File: src/sv/htc_pkg.sv
// Package for the hierarchical transform composer.
// Holds field widths, fixed-point constants, the CORDIC arctangent table and shared types.
// No dependencies.
`default_nettype none
package htc_pkg;
    localparam int CORDIC_ITERATIONS = 16;
    localparam int ITER_W = $clog2(CORDIC_ITERATIONS + 1);

    localparam logic [15:0] ONE_ALPHA = 16'd32768;
    localparam logic signed [31:0] CORDIC_K = 32'sd652032874;
    localparam logic signed [33:0] DEG360 = 34'sd23592960;
    localparam logic signed [33:0] DEG180 = 34'sd11796480;
    localparam logic signed [33:0] DEG90  = 34'sd5898240;

    // 92 full turns, enough to lift any 32-bit angle above zero.
    localparam logic signed [33:0] ANGLE_BIAS = 34'sd2170552320;
    // A full turn is 45 * 2^19 in Q16.16 degrees; the reciprocal is 2^20 / 45 rounded up.
    localparam logic [13:0] TURN_HI = 14'd45;
    localparam logic [14:0] RECIP_TURN_HI = 15'd23302;

    typedef struct packed {
        logic        mode;
        logic        last;
        logic [15:0] alpha;
        logic signed [23:0] hscale;
        logic signed [23:0] vscale;
        logic signed [31:0] pos_x;
        logic signed [31:0] pos_y;
        logic signed [31:0] angle;
    } in_word_t;

    typedef struct packed {
        logic [15:0] alpha;
        logic signed [23:0] hscale;
        logic signed [23:0] vscale;
        logic signed [31:0] pos_x;
        logic signed [31:0] pos_y;
        logic signed [31:0] angle;
    } out_word_t;

    // Commands from the controller to the datapath.
    typedef struct packed {
        logic capture;
        logic load;
        logic alpha_step;
        logic scale_step;
        logic reduce_quot;
        logic reduce_step;
        logic cordic_init;
        logic cordic_step;
        logic rot_mul;
        logic rot_sum;
        logic finish;
    } dp_cmd_t;

    // Status from the datapath back to the controller.
    typedef struct packed {
        logic mode;
        logic last;
        logic alpha_zero;
        logic angle_zero;
        logic cordic_done;
    } dp_stat_t;

    function automatic logic signed [23:0] atan_deg(input logic [4:0] i);
        case (i)
            5'd0:  atan_deg = 24'sd2949120;
            5'd1:  atan_deg = 24'sd1740967;
            5'd2:  atan_deg = 24'sd919879;
            5'd3:  atan_deg = 24'sd466945;
            5'd4:  atan_deg = 24'sd234379;
            5'd5:  atan_deg = 24'sd117304;
            5'd6:  atan_deg = 24'sd58666;
            5'd7:  atan_deg = 24'sd29335;
            5'd8:  atan_deg = 24'sd14668;
            5'd9:  atan_deg = 24'sd7334;
            5'd10: atan_deg = 24'sd3667;
            5'd11: atan_deg = 24'sd1833;
            5'd12: atan_deg = 24'sd917;
            5'd13: atan_deg = 24'sd458;
            5'd14: atan_deg = 24'sd229;
            5'd15: atan_deg = 24'sd115;
            5'd16: atan_deg = 24'sd57;
            5'd17: atan_deg = 24'sd29;
            5'd18: atan_deg = 24'sd14;
            5'd19: atan_deg = 24'sd7;
            5'd20: atan_deg = 24'sd4;
            5'd21: atan_deg = 24'sd2;
            5'd22: atan_deg = 24'sd1;
            default: atan_deg = 24'sd0;
        endcase
    endfunction
endpackage
`default_nettype wire

File: src/sv/htc_ctrl.sv
// Controller state machine of the transform composer.
// Depends on htc_pkg; sequences htc_datapath and owns the input and output handshakes.
`default_nettype none
module htc_ctrl (
    input  wire logic         clk,
    input  wire logic         rst_n,
    input  wire logic         in_valid,
    output logic              in_ready,
    output logic              out_valid,
    input  wire logic         out_ready,
    input  htc_pkg::dp_stat_t stat,
    output htc_pkg::dp_cmd_t  cmd,
    output logic              out_load
);
    localparam logic [3:0] S_IDLE   = 4'd0;
    localparam logic [3:0] S_DISP   = 4'd1;
    localparam logic [3:0] S_ALPHA  = 4'd2;
    localparam logic [3:0] S_SCALE  = 4'd3;
    localparam logic [3:0] S_REDUCE = 4'd4;
    localparam logic [3:0] S_INIT   = 4'd5;
    localparam logic [3:0] S_CORDIC = 4'd6;
    localparam logic [3:0] S_RMUL   = 4'd7;
    localparam logic [3:0] S_RSUM   = 4'd8;
    localparam logic [3:0] S_FIN    = 4'd10;
    localparam logic [3:0] S_EMIT   = 4'd11;

    logic [3:0] state_reg, state_next;
    logic       out_valid_reg, out_valid_next;

    // The output register frees the input side as soon as the word is loaded.
    assign in_ready = (state_reg == S_IDLE);
    assign out_valid = out_valid_reg;

    always_comb
    begin
        state_next = state_reg;
        out_valid_next = out_valid_reg;
        cmd = '0;
        out_load = 1'b0;
        if (out_valid_reg && out_ready) out_valid_next = 1'b0;
        case (state_reg)
            S_IDLE:
            begin
                cmd.capture = in_valid;
                if (in_valid) state_next = S_DISP;
            end
            S_DISP:
            begin
                if (!stat.mode)
                begin
                    cmd.load = 1'b1;
                    state_next = S_EMIT;
                end
                else
                begin
                    cmd.alpha_step = 1'b1;
                    state_next = S_ALPHA;
                end
            end
            S_ALPHA:
            begin
                if (stat.alpha_zero) state_next = S_EMIT;
                else
                begin
                    cmd.scale_step = 1'b1;
                    cmd.reduce_quot = 1'b1;
                    state_next = stat.angle_zero ? S_FIN : S_REDUCE;
                end
            end
            S_REDUCE:
            begin
                cmd.reduce_step = 1'b1;
                state_next = S_INIT;
            end
            S_INIT:
            begin
                cmd.cordic_init = 1'b1;
                state_next = S_CORDIC;
            end
            S_CORDIC:
            begin
                if (stat.cordic_done) state_next = S_RMUL;
                else cmd.cordic_step = 1'b1;
            end
            S_RMUL:
            begin
                cmd.rot_mul = 1'b1;
                state_next = S_RSUM;
            end
            S_RSUM:
            begin
                cmd.rot_sum = 1'b1;
                state_next = S_FIN;
            end
            S_FIN:
            begin
                cmd.finish = 1'b1;
                state_next = S_EMIT;
            end
            S_EMIT:
            begin
                if (!stat.last) state_next = S_IDLE;
                else if (!out_valid_reg || out_ready)
                begin
                    out_load = 1'b1;
                    out_valid_next = 1'b1;
                    state_next = S_IDLE;
                end
            end
            default: state_next = S_IDLE;
        endcase
    end

    always_ff @(posedge clk or negedge rst_n)
    begin
        if (!rst_n)
        begin
            state_reg <= S_IDLE;
            out_valid_reg <= 1'b0;
        end
        else
        begin
            state_reg <= state_next;
            out_valid_reg <= out_valid_next;
        end
    end
endmodule
`default_nettype wire

File: config.mk
export PLATFORM = sky130hd
export DESIGN_NAME = htc_ctrl
export DESIGN_NICKNAME = d
export VERILOG_FILES = /design/src/sv/htc_pkg.sv /design/src/sv/htc_ctrl.sv
export SDC_FILE = /design/constraint.sdc
export NUM_CORES = 1
export LEC_CHECK = 0
export BUFFER_PORTS_ARGS = -buffer_cell sky130_fd_sc_hd__clkbuf_2
export CAP_MARGIN = 0
export CORE_AREA = 2 2 39 41
export CTS_CLUSTER_DIAMETER = 100
export DETAILED_ROUTE_END_ITERATION = 7
export DIE_AREA = 0 0 41 43
export SLEW_MARGIN = 5
export SYNTH_ARGS = -nofsm -noshare
export SYNTH_HDL_FRONTEND = slang
export SYNTH_SLANG_ARGS = --single-unit
export TNS_END_PERCENT = 100
File: constraint.sdc
create_clock -name clk -period 1.3 [get_ports clk]
set_input_delay 0 -clock clk [delete_from_list [all_inputs] [get_ports clk]]
set_output_delay 0 -clock clk [all_outputs]
set_load 0.01 [all_outputs]
==> key figures, run 1 <==
Status
  • Status: finished, violations left
  • Failing checks: setup timing

Layout
  • Net count, final: roughly 110
  • Finished Cell Area: approximately 860 um^2
  • Layout cells sized above 1: about two thirds
  • Largest register FFs: 4
  • # diodes: 0
  • Layout area overhead: 82.3%

Worst setup path
  • CP required: 1.30 ns
  • WS Path Type: reg -> out
  • Worst Path Max Fanout: 5
  • Reg2Reg Setup Slack: 0.01 ns
  • Crit start category: flop
  • Worst Reg2Reg Path Length in Cells: 5
  • Critical Path AT: between 1 and 1.5 ns
  • CP endpoint kind: primary output

Logic synthesis
  • Fraction of synthesized area in multiplexers: 0%
  • Commonest cells post-synth: nor2_1 (6), nor3_1 (6), dfrtp_1 (5)
  • Yosys top cell area share: about a quarter
  • Synth area leader: dfrtp_1
  • Register bit total from synthesis: 5
  • Synth warn: 0
  • Number of enable flip-flop cells after synthesis: 0
  • Synth Area in Compound Gates: about 16%
  • Main combinational cell family by area after synthesis: simple AND/OR/NAND/NOR gates
  • Sequential-to-total area share from yosys stat: about a quarter
  • Commonest register cell after synthesis: dfrtp_1
  • Post-synth cell types: 23
  • Synth Area in Adders: 0%
  • Async SR Flop Fraction: 100%
  • Post-Synthesis Cell Area: around 470 um^2
  • XOR/XNOR share of the synthesized area: 0%
  • Top post-synthesis cells by area: dfrtp_1 (26%), buf_6 (7.1%), nor3_1 (6.3%), nand2b_1 (5.3%), buf_4 (4.8%)
  • Synth Area in Simple Gates: between 40% and 50%
  • Synth Instances: 56
  • Mapped Nets: 65
  • Post-synthesis area per instance: approximately 8.4 um^2

GRT
  • Vias in the first global route: about 500
  • Initial antenna violation count: 0
  • Total grt overflow: 0
  • GRT Overall Usage: 17.2%
  • Largest net degree at the start of global routing: 9
  • Global-route wire length before repair: a little over 2000 um

Floorplan
  • Std cell rows: 14
  • I/O Pins: 23
  • Die height: roughly 43 um
  • Core Footprint: between 1000 and 1500 um^2
  • Die ar.: between 1500 and 2000 um^2
  • Starting utilization of the core area: about a third
  • Chip width: 41 um

STA
  • Worst slew margin: around 83%
  • Final period utilization: 106%
  • Worst-Margin Slew: 0.257 ns
  • Post-route setup slack: -0.0731 ns
  • Clk_skew: ~0.0072 ns
  • Final hold violation count: 0
  • TNS Setup: -0.142 ns
  • Period minus WS final: 1.37 ns
  • FMAX: ~0.73 GHz
  • RSZ-0062 raised after global routing: yes
  • Final setup violation count: 6
  • Final number of max-transition violations: 0

Clock tree
  • Total CTS buffers: 3
  • CTS max path bufs: 2
  • CTS sink count: 5
  • Max H-tree Level: 1
  • CTS tree: done
  • Worst skew pair latency: around 0.25 ns
  • Worst-path clk slew: roughly 0.050 ns
  • Clk root buf: clkbuf_4

Detailed routing
  • Total number of vias: roughly 570
  • DRC violations left: 0
  • Antenna violation net count after detailed routing: 0
  • Total wire length: 1430 um
  • Initial DRC Count: 8
  • Drt pass-1 iters: 4
  • Wire length per cell: approximately 13 um
  • DR vias/cell: a little over 5

Power and ir drop
  • Lkg Pwr: ~0.42 nW
  • Clk pwr share: 9.2%
  • Sequential share of power: between 10% and 20%
  • Int Pwr: between 1 and 1.5 mW
  • Net Sw Power: roughly 0.85 mW
  • Worst vdd ir: 0.00112 V
  • PD cells: between 2000 and 2500 nW/um^2
  • Logic pwr share: 72.7%
  • Sw Share: approximately 42%
  • PnR Total Power: about 2 mW

Worst hold path
  • Hold Crit Depth: 3
  • Type of the tightest min-delay check: in -> reg

Placed design
  • Place WS: ~0.0055 ns
  • # port buffers: 22
  • Final GP Congestion: 0.752
  • Placed cell area: roughly 640 um^2
  • HPWL Detailed: between 800 and 900 um

Job
  • Max-Cap Viols: 0
==> cells by family (layout without fill, tap and decap cells) <==
logic type	after synthesis	in the layout
buffers and inverters	6	46
DFF	5	5
AOI/OAI and AO/OA	10	10
and+or+nand+nor	35	35
==> area by class of cell <==
type	count	area, um^2
repair buffers	42	290
clock buffers	4	26.3
fillers	114	522
flip-flops and latches	5	129
well taps	16	20.0
multi-input cells	45	397
==> metal layers <==
layer  vias up  GRT usage, %  wire length, um
li1        282             -                -
met3         2          3.14               54
met1       269          23.0              628
met5         -             0                0
met2        14          25.6              725
met4         0          8.00               15
==> critical path, stage by stage, from the launching register on <==
cell and delay, ns:
dfrtp_1 0.41, buf_6 0.14, nand2b_4 0.16, nor4b_2 0.24
buf_2 0.17
==> layout by cell type (no fill, tap or decap), types with 2 or more instances in the layout <==
| master | netlist | final |
|---|---|---|
| buf_4 | 3 | 14 |
| dfrtp_1 | 5 | 2 |
| nor2b_1 | 3 | 2 |
| nand2b_4 | 1 | 3 |
| clkbuf_4 | 0 | 3 |
| buf_6 | 3 | 4 |
| o32ai_2 | 1 | 2 |
| nor3_2 | 0 | 2 |
| buf_2 | 0 | 8 |
| dfrtp_2 | 0 | 3 |
| nor4_4 | 0 | 2 |
| nor2_1 | 6 | 5 |
| a21oi_1 | 4 | 3 |
| nand2_1 | 3 | 3 |
| nand2b_1 | 4 | 2 |
| or2_1 | 2 | 2 |
| nor3_1 | 6 | 3 |
| clkbuf_2 | 0 | 14 |
==> per-stage QoR <==
step / hold slack (ns) / util [%] / cells
6_report: 0.0833 / 62.3 / 112
2_1_floorplan: -0.296 / - / 56
4_1_cts: 0.0756 / 55.1 / 111
5_1_grt: 0.0931 / 62.3 / 112
3_3_place_gp: -0.182 / 46.3 / 98
3_5_place_dp: -0.180 / 46.3 / 98
==> path summary, 6_finish.rpt <==
| path | from | end |
|---|---|---|
| setup / recovery | state_reg[1] | cmd[8] |
| hold reg to reg | out_valid | out_valid |
| setup reg to reg | state_reg[3] | state_reg[0] |
| hold / removal | stat[3] | out_valid |
| max in group asynchronous | rst_n | state_reg[3] |
| min in group asynchronous | rst_n | state_reg[1] |
==> power by group through the flow <==
stage,clock network [mW],logic [mW],registers (mW)
floorplan,0,0.754,0.279
global placement,0,0.990,0.364
detailed placement,0,1.00,0.358
CTS,0.183,1.22,0.347
global route,0.199,1.57,0.377
finish,0.185,1.47,0.366
==> repair_timing <==
item / 4_1_cts / 5_1_grt
setup endpoints to repair: 14 / 14
pin swaps: 3 / 7
gates resized for setup: 8 / 27
hold buffers: 1 / 0
cloned: 0 / 0
hold endpoints to repair: 5 / 0
setup buffers: 8 / 1
Note: power is estimated with default switching activity, not from simulation.
==> inputs of run 2 (changes only) <==
--- a/config.mk
+++ b/config.mk
@@ -7,10 +7,13 @@
 export LEC_CHECK = 0
 export BUFFER_PORTS_ARGS = -buffer_cell sky130_fd_sc_hd__clkbuf_2
 export CAP_MARGIN = 0
-export CORE_AREA = 2 2 39 41
+export CELL_PAD_IN_SITES_DETAIL_PLACEMENT = 1
+export CELL_PAD_IN_SITES_GLOBAL_PLACEMENT = 2
+export CORE_MARGIN = 2
+export CORE_UTILIZATION = 23
 export CTS_CLUSTER_DIAMETER = 100
 export DETAILED_ROUTE_END_ITERATION = 7
-export DIE_AREA = 0 0 41 43
+export PLACE_DENSITY_LB_ADDON = 0.1
 export SLEW_MARGIN = 5
 export SYNTH_ARGS = -nofsm -noshare
 export SYNTH_HDL_FRONTEND = slang
==> run 2 against run 1 <==
The flow still finishes with violations (setup timing). Final cell count up 13%. Largest cell class unchanged. Worst setup slack better by 0.052 ns. Total power up 4.8%. Largest power group unchanged. Clock power down 2%. Via count up 0.71%. Highest routed layer is now met3. Sequential share of layout area down 0.62 points. Critical path depth unchanged. Critical path type unchanged. Hold slack worse by 0.012 ns. Non-clock buffer count up 3.
==> key figures, run 2 (synthesis results as in run 1) <==
Status
  • Status: finished, violations left
  • Failing checks: setup timing

Placed design
  • # port buffers: 22 (unchanged)
  • HPWL Detailed: 1110 um (+23%)
  • Final GP Congestion: 0.713 (-5.2%)
  • Place WS: 0.0382 ns (+0.0327 ns)
  • Placed cell area: 664 um^2 (+3.7%)

Detailed routing
  • Wire length per cell: 12.6 um (-1.0%)
  • DR vias/cell: 4.53 (-10%)
  • Total wire length: 1590 um (+11%)
  • Total number of vias: 571 (+0.71%)
  • DRC violations left: 0 (unchanged)
  • Antenna violation net count after detailed routing: 0 (unchanged)
  • Initial DRC Count: 5 (-3)
  • Drt pass-1 iters: 4 (unchanged)

STA
  • Clk_skew: 0.000513 ns (-0.00673 ns)
  • Worst slew margin: 83.2% (+0.46 points)
  • Period minus WS final: 1.32 ns (-0.0522 ns)
  • Worst-Margin Slew: 0.250 ns (-0.00690 ns)
  • Min Hold Slack: 0.0718 ns (-0.0115 ns)
  • FMAX: 0.757 GHz (+4.0%)
  • Final period utilization: 102% (-4.0 points)
  • Final setup violation count: 2 (-4)
  • Final hold violation count: 0 (unchanged)
  • Final number of max-transition violations: 0 (unchanged)
  • RSZ-0062 raised after global routing: yes
  • Post-route setup slack: -0.0208 ns (+0.0522 ns)

Clock tree
  • Clk root buf: clkbuf_4
  • CTS tree: done
  • Worst-path clk slew: 0.05 ns (about the same)
  • Total CTS buffers: 3 (unchanged)
  • Max H-tree Level: 1 (unchanged)
  • Worst skew pair latency: 0.24 ns (about the same)
  • CTS sink count: 5 (unchanged)
  • CTS max path bufs: 2 (unchanged)

Power and ir drop
  • Int Pwr: 1.25 mW (+7.0%)
  • Sequential share of power: 16.2% (-2.0 points)
  • Lkg Pwr: 0.438 nW (+4.3%)
  • Logic pwr share: 75.2% (+2.5 points)
  • Clk pwr share: 8.6% (-0.6 points)
  • Worst vdd ir: 0.000881 V (-21%)
  • Sw Share: 40.8% (-1.2 points)
  • Net Sw Power: 0.864 mW (+1.9%)
  • PD cells: 2350 nW/um^2 (+0.45%)

GRT
  • Global-route wire length before repair: 2390 um (+15%)
  • Vias in the first global route: 546 (+10%)
  • Total grt overflow: 0 (unchanged)
  • GRT Overall Usage: 12.5% (-4.7 points)
  • Largest net degree at the start of global routing: 10 (+1)
  • Initial antenna violation count: 0 (unchanged)

Worst hold path
  • WHS Endpoint: out_valid
  • Hold Crit Depth: 3 (unchanged)
  • Hold path startpoint: stat[3]
  • Type of the tightest min-delay check: in -> reg

Worst setup path
  • R2r startpoint: state_reg[1]
  • Worst Path Max Fanout: 4 (-1)
  • WS Path Type: reg -> out
  • Critical-path top delay cell: dfrtp_1
  • Critical Path AT: 1.32 ns (-0.05 ns)
  • Max incr delay on CP: 0.40 ns (about the same)
  • CP required: 1.30 ns (about the same)
  • Worst reg2reg endpoint: state_reg[0]
  • Reg2Reg Setup Slack: 0 ns (about the same)
  • CP endpoint kind: primary output
  • Worst Reg2Reg Path Length in Cells: 6 (+1)
  • Cells along the critical path: buf_6 > nand2b_4 > nor4b_2 > buf_2
  • Crit start category: flop

Layout
  • Finished Cell Area: 900 um^2 (+4.4%)
  • Layout area overhead: 90.2%
  • Layout cells sized above 1: 69.7% (+2.0 points)
  • Commonest non-fill, non-tap cell in the layout: buf_4
  • Most frequent cells in the layout: buf_4 (18), clkbuf_2 (17), nor2_1 (5), buf_2 (5)
  • Net count, final: 109 (+2.8%)
  • # diodes: 0 (unchanged)
  • Largest register FFs: 4 (unchanged)

Floorplan
  • Die height: 49.3 um (+15%)
  • Die ar.: 2430 um^2 (+38%)
  • Std cell rows: 16 (+2)
  • Starting utilization of the core area: 24.4% (-9.8 points)
  • I/O Pins: 23 (unchanged)
  • Chip width: 49.3 um (+20%)
  • Core Footprint: 1940 um^2 (+40%)

Job
  • Max-Cap Viols: 0 (unchanged)
-- run 2: cell types whose count changed in the layout (fill, tap and decap cells not counted), sizes merged --
| cell | change |
|---|---|
| buf | -1 |
| clkbuf | +4 |
-- run 2: critical path, delay by kind of cell, from the launching register on --
family,cells,cell delay (ns)
buffers and inverters,2,0.30
flip-flops,1,0.40
AND/OR/NAND/NOR,2,0.38
-- run 2: worst max path at each step --
stage	from	endpoint	slack [ns]
finish	state_reg[1]	cmd[8]	-0.02
global route	state_reg[1]	cmd[8]	-0.1
CTS	state_reg[1]	cmd[8]	-0.05
detailed placement	state_reg[3]	state_reg[0]	0.04
global placement	state_reg[3]	state_reg[0]	0.04
floorplan	state_reg[3]	cmd[10]	0.1
-- run 2: layout make-up --
cell class | instances | area [um^2]
flip-flops and latches | 5 | 129
clock buffers | 4 | 26.3
repair buffers | 45 | 318
multi-input cells | 45 | 393
well taps | 27 | 33.8
fillers | 237 | 1040
-- run 2: repair_timing --
item                                    in CTS  in global routing
cloned                                       0                  1
endpoints found under the setup margin      12                 14
setup buffers                                6                  2
endpoints found under the hold margin        5                  0
hold buffers                                 1                  0
pin swaps                                    2                  3
gates resized for setup                     12                 20
-- run 2: power groups by stage --
stage	registers [mW]	logic (mW)	clock network (mW)
floorplan	0.279	0.754	0
global placement	0.333	1.07	0
detailed placement	0.336	1.07	0
CTS	0.333	1.33	0.188
global route	0.355	1.72	0.199
finish	0.342	1.59	0.181
-- run 2: per-layer routing --
metal,track usage (%),share of wire [%]
met5,0,0
met4,4.29,0
met3,1.84,3.6
met2,20.5,52
met1,16.7,44
-- run 2: per-stage QoR --
stage                     TNS, ns  power, mW  cells  util [%]
final                     -0.0212       2.11    126      46.3
after global routing       -0.651       2.28    126      46.3
after CTS                  -0.193       1.85    123      40.9
after detailed placement        0       1.40    112      34.2
after global placement          0       1.40    112      34.2
after floorplan                 0       1.03     56         -
==> inputs of run 3 (changes only) <==
--- a/config.mk
+++ b/config.mk
@@ -14,7 +14,6 @@
 export CTS_CLUSTER_DIAMETER = 100
 export DETAILED_ROUTE_END_ITERATION = 7
 export PLACE_DENSITY_LB_ADDON = 0.1
-export SLEW_MARGIN = 5
 export SYNTH_ARGS = -nofsm -noshare
 export SYNTH_HDL_FRONTEND = slang
 export SYNTH_SLANG_ARGS = --single-unit
==> constraint.sdc (replaced) <==
create_clock -name clk -period 1.3 [get_ports clk]
set_input_delay 0 -clock clk [delete_from_list [all_inputs] [get_ports clk]]
set_output_delay 0 -clock clk [all_outputs]
set_load 0.05 [all_outputs]
==> run 3 against run 2 <==
First-iteration DRC count decreased by 60%. The flow still finishes with violations (setup timing). Register-to-register slack got worse by 0.07 ns. Largest power group unchanged. Clock skew increased by 0.0037 ns. Critical path type unchanged.
==> key figures, run 3 (synthesis results as in run 1) <==
STA
  • Final hold violation count: 0 (unchanged)
  • Worst slew margin: 80.4% (-2.8 points)
  • Clk_skew: 0.00425 ns (+0.00374 ns)
  • FMAX: 0.697 GHz (-7.9%)
  • Worst-Margin Slew: 0.292 ns (+0.0417 ns)
  • Final number of max-transition violations: 0 (unchanged)
  • Post-route setup slack: -0.134 ns (-0.113 ns)
  • Final setup violation count: 13 (+11)
  • RSZ-0062 raised after global routing: yes
  • Final period utilization: 110% (+8.7 points)
  • Period minus WS final: 1.43 ns (+0.113 ns)

Detailed routing
  • Total number of vias: 608 (+6.5%)
  • DR vias/cell: 4.57 (+0.88%)
  • DRC violations left: 0 (unchanged)
  • Initial DRC Count: 2 (-3)
  • Drt pass-1 iters: 2 (-2)
  • Total wire length: 1810 um (+14%)
  • Antenna violation net count after detailed routing: 0 (unchanged)
  • Wire length per cell: 13.6 um (+7.9%)

Worst setup path
  • Critical Path AT: 1.43 ns (+0.11 ns)
  • WS Path Type: reg -> out
  • CP endpoint kind: primary output
  • Worst Path Max Fanout: 7 (+3)
  • CP required: 1.30 ns (about the same)
  • Crit start category: flop

Placed design
  • Final GP Congestion: 0.733 (+2.8%)
  • HPWL Detailed: 1140 um (+2.7%)
  • Place WS: -0.0357 ns (-0.0739 ns)
  • # port buffers: 22 (unchanged)
  • Placed cell area: 782 um^2 (+18%)

Clock tree
  • Clk root buf: clkbuf_4
  • Max H-tree Level: 1 (unchanged)
  • Total CTS buffers: 3 (unchanged)
  • CTS sink count: 5 (unchanged)
  • CTS tree: done
  • Worst skew pair latency: 0.24 ns (about the same)
  • Worst-path clk slew: 0.04 ns (about the same)
  • CTS max path bufs: 2 (unchanged)

Power and ir drop
  • Lkg Pwr: 0.529 nW (+21%)
  • Worst vdd ir: 0.00129 V (+46%)
  • PD cells: 2520 nW/um^2 (+7.1%)
  • PnR Total Power: 2.97 mW (+40%)

GRT
  • Global-route wire length before repair: 2570 um (+7.2%)
  • Total grt overflow: 0 (unchanged)
  • GRT met3 Usage: 3.68% (+1.8 points)
  • Initial antenna violation count: 0 (unchanged)
  • Vias in the first global route: 563 (+3.1%)
  • Met1 Resource Use GR: 17.3% (+0.66 points)
  • GRT Overall Usage: 14.0% (+1.5 points)
  • Met2 Track Usage GR: 23.6% (+3.2 points)
  • Largest net degree at the start of global routing: 10 (unchanged)
  • Top Usage Layer GRT: met2

Floorplan
  • Std cell rows: 16 (unchanged)
  • Chip width: 49.3 um (unchanged)
  • I/O Pins: 23 (unchanged)
  • Starting utilization of the core area: 24.4% (unchanged)
  • Die ar.: 2430 um^2 (unchanged)
  • Die height: 49.3 um (unchanged)
  • Core Footprint: 1940 um^2 (unchanged)

Worst hold path
  • Type of the tightest min-delay check: in -> async

Layout
  • Layout cells sized above 1: 78.3% (+8.6 points)
  • Net count, final: 116 (+6.4%)
  • # diodes: 0 (unchanged)
  • Largest register FFs: 4 (unchanged)
  • Finished Cell Area: 1180 um^2 (+31%)
  • Commonest non-fill, non-tap cell in the layout: buf_4
  • Layout area overhead: 149%
  • Most frequent cells in the layout: buf_4 (20), buf_6 (10), clkbuf_2 (9), buf_8 (5), clkbuf_8 (5)
  • Fill count: 220 (-7.2%)

Status
  • Status: finished, violations left
  • Failing checks: setup timing

Job
  • Max-Cap Viols: 0 (unchanged)
[run 3: changes by cell type in the layout (fill, tap and decap cells not counted), sizes merged]
cell    delta
buf       +10
clkbuf     -3
[run 3: power breakdown]
| part | internal [mW] | switching [mW] |
|---|---|---|
| registers | 0.235 | 0.139 |
| logic | 1.24 | 1.17 |
| clock network | 0.116 | 0.0643 |
[run 3: path summary, 6_finish.rpt]
path | startpoint | end | slack, ns | cells after the start
worst min-delay path | rst_n | state_reg[0] | 0.12 | 2
worst min register to register | out_valid | out_valid | 0.58 | 2
worst max-delay path | state_reg[0] | cmd[10] | -0.13 | 4
min in group clk | out_ready | out_valid | 0.13 | 3
max in group asynchronous | rst_n | state_reg[3] | 1.02 | 2
worst max register to register | state_reg[1] | state_reg[1] | -0.07 | 6
[run 3: worst max-delay path, cell delays in order (launching register included)]
cell       delay [ns]
dfrtp_2          0.46
buf_6            0.14
nor4_4           0.25
and2_4           0.18
clkbuf_16        0.15
[run 3: final cells by class]
class | instances | area (um^2) | area share [%]
Multi-Input combinational cell | 45 | 482 | 40.9
Timing Repair Buffer | 52 | 507 | 43.0
Clock buffer | 4 | 26.3 | 2.23
Sequential cell | 5 | 130 | 11.0
Tap cell | 27 | 33.8 | 2.87
[run 3: timing repair]
action,in CTS,in global routing
setup buffers,7,10
endpoints found under the setup margin,16,16
resized for setup,38,23
hold endpoints to repair,5,0
hold buffers,1,0
pin swaps,3,7
[run 3: metal layers]
metal,up-vias,wire length [um]
li1,299,-
met5,-,0
met3,0,64
met1,293,755
met4,0,0
met2,16,988
[run 3: per-stage QoR]
step	utilization [%]	TNS, ns	hold WS [ns]	cells
2_1_floorplan	-	-0.777	-0.296	56
3_3_place_gp	40.3	-0.0751	-0.177	112
3_5_place_dp	40.3	-0.106	-0.174	112
4_1_cts	53.0	-0.966	0.0768	124
5_1_grt	60.7	-2.06	0.128	133
6_report	60.7	-0.981	0.119	133
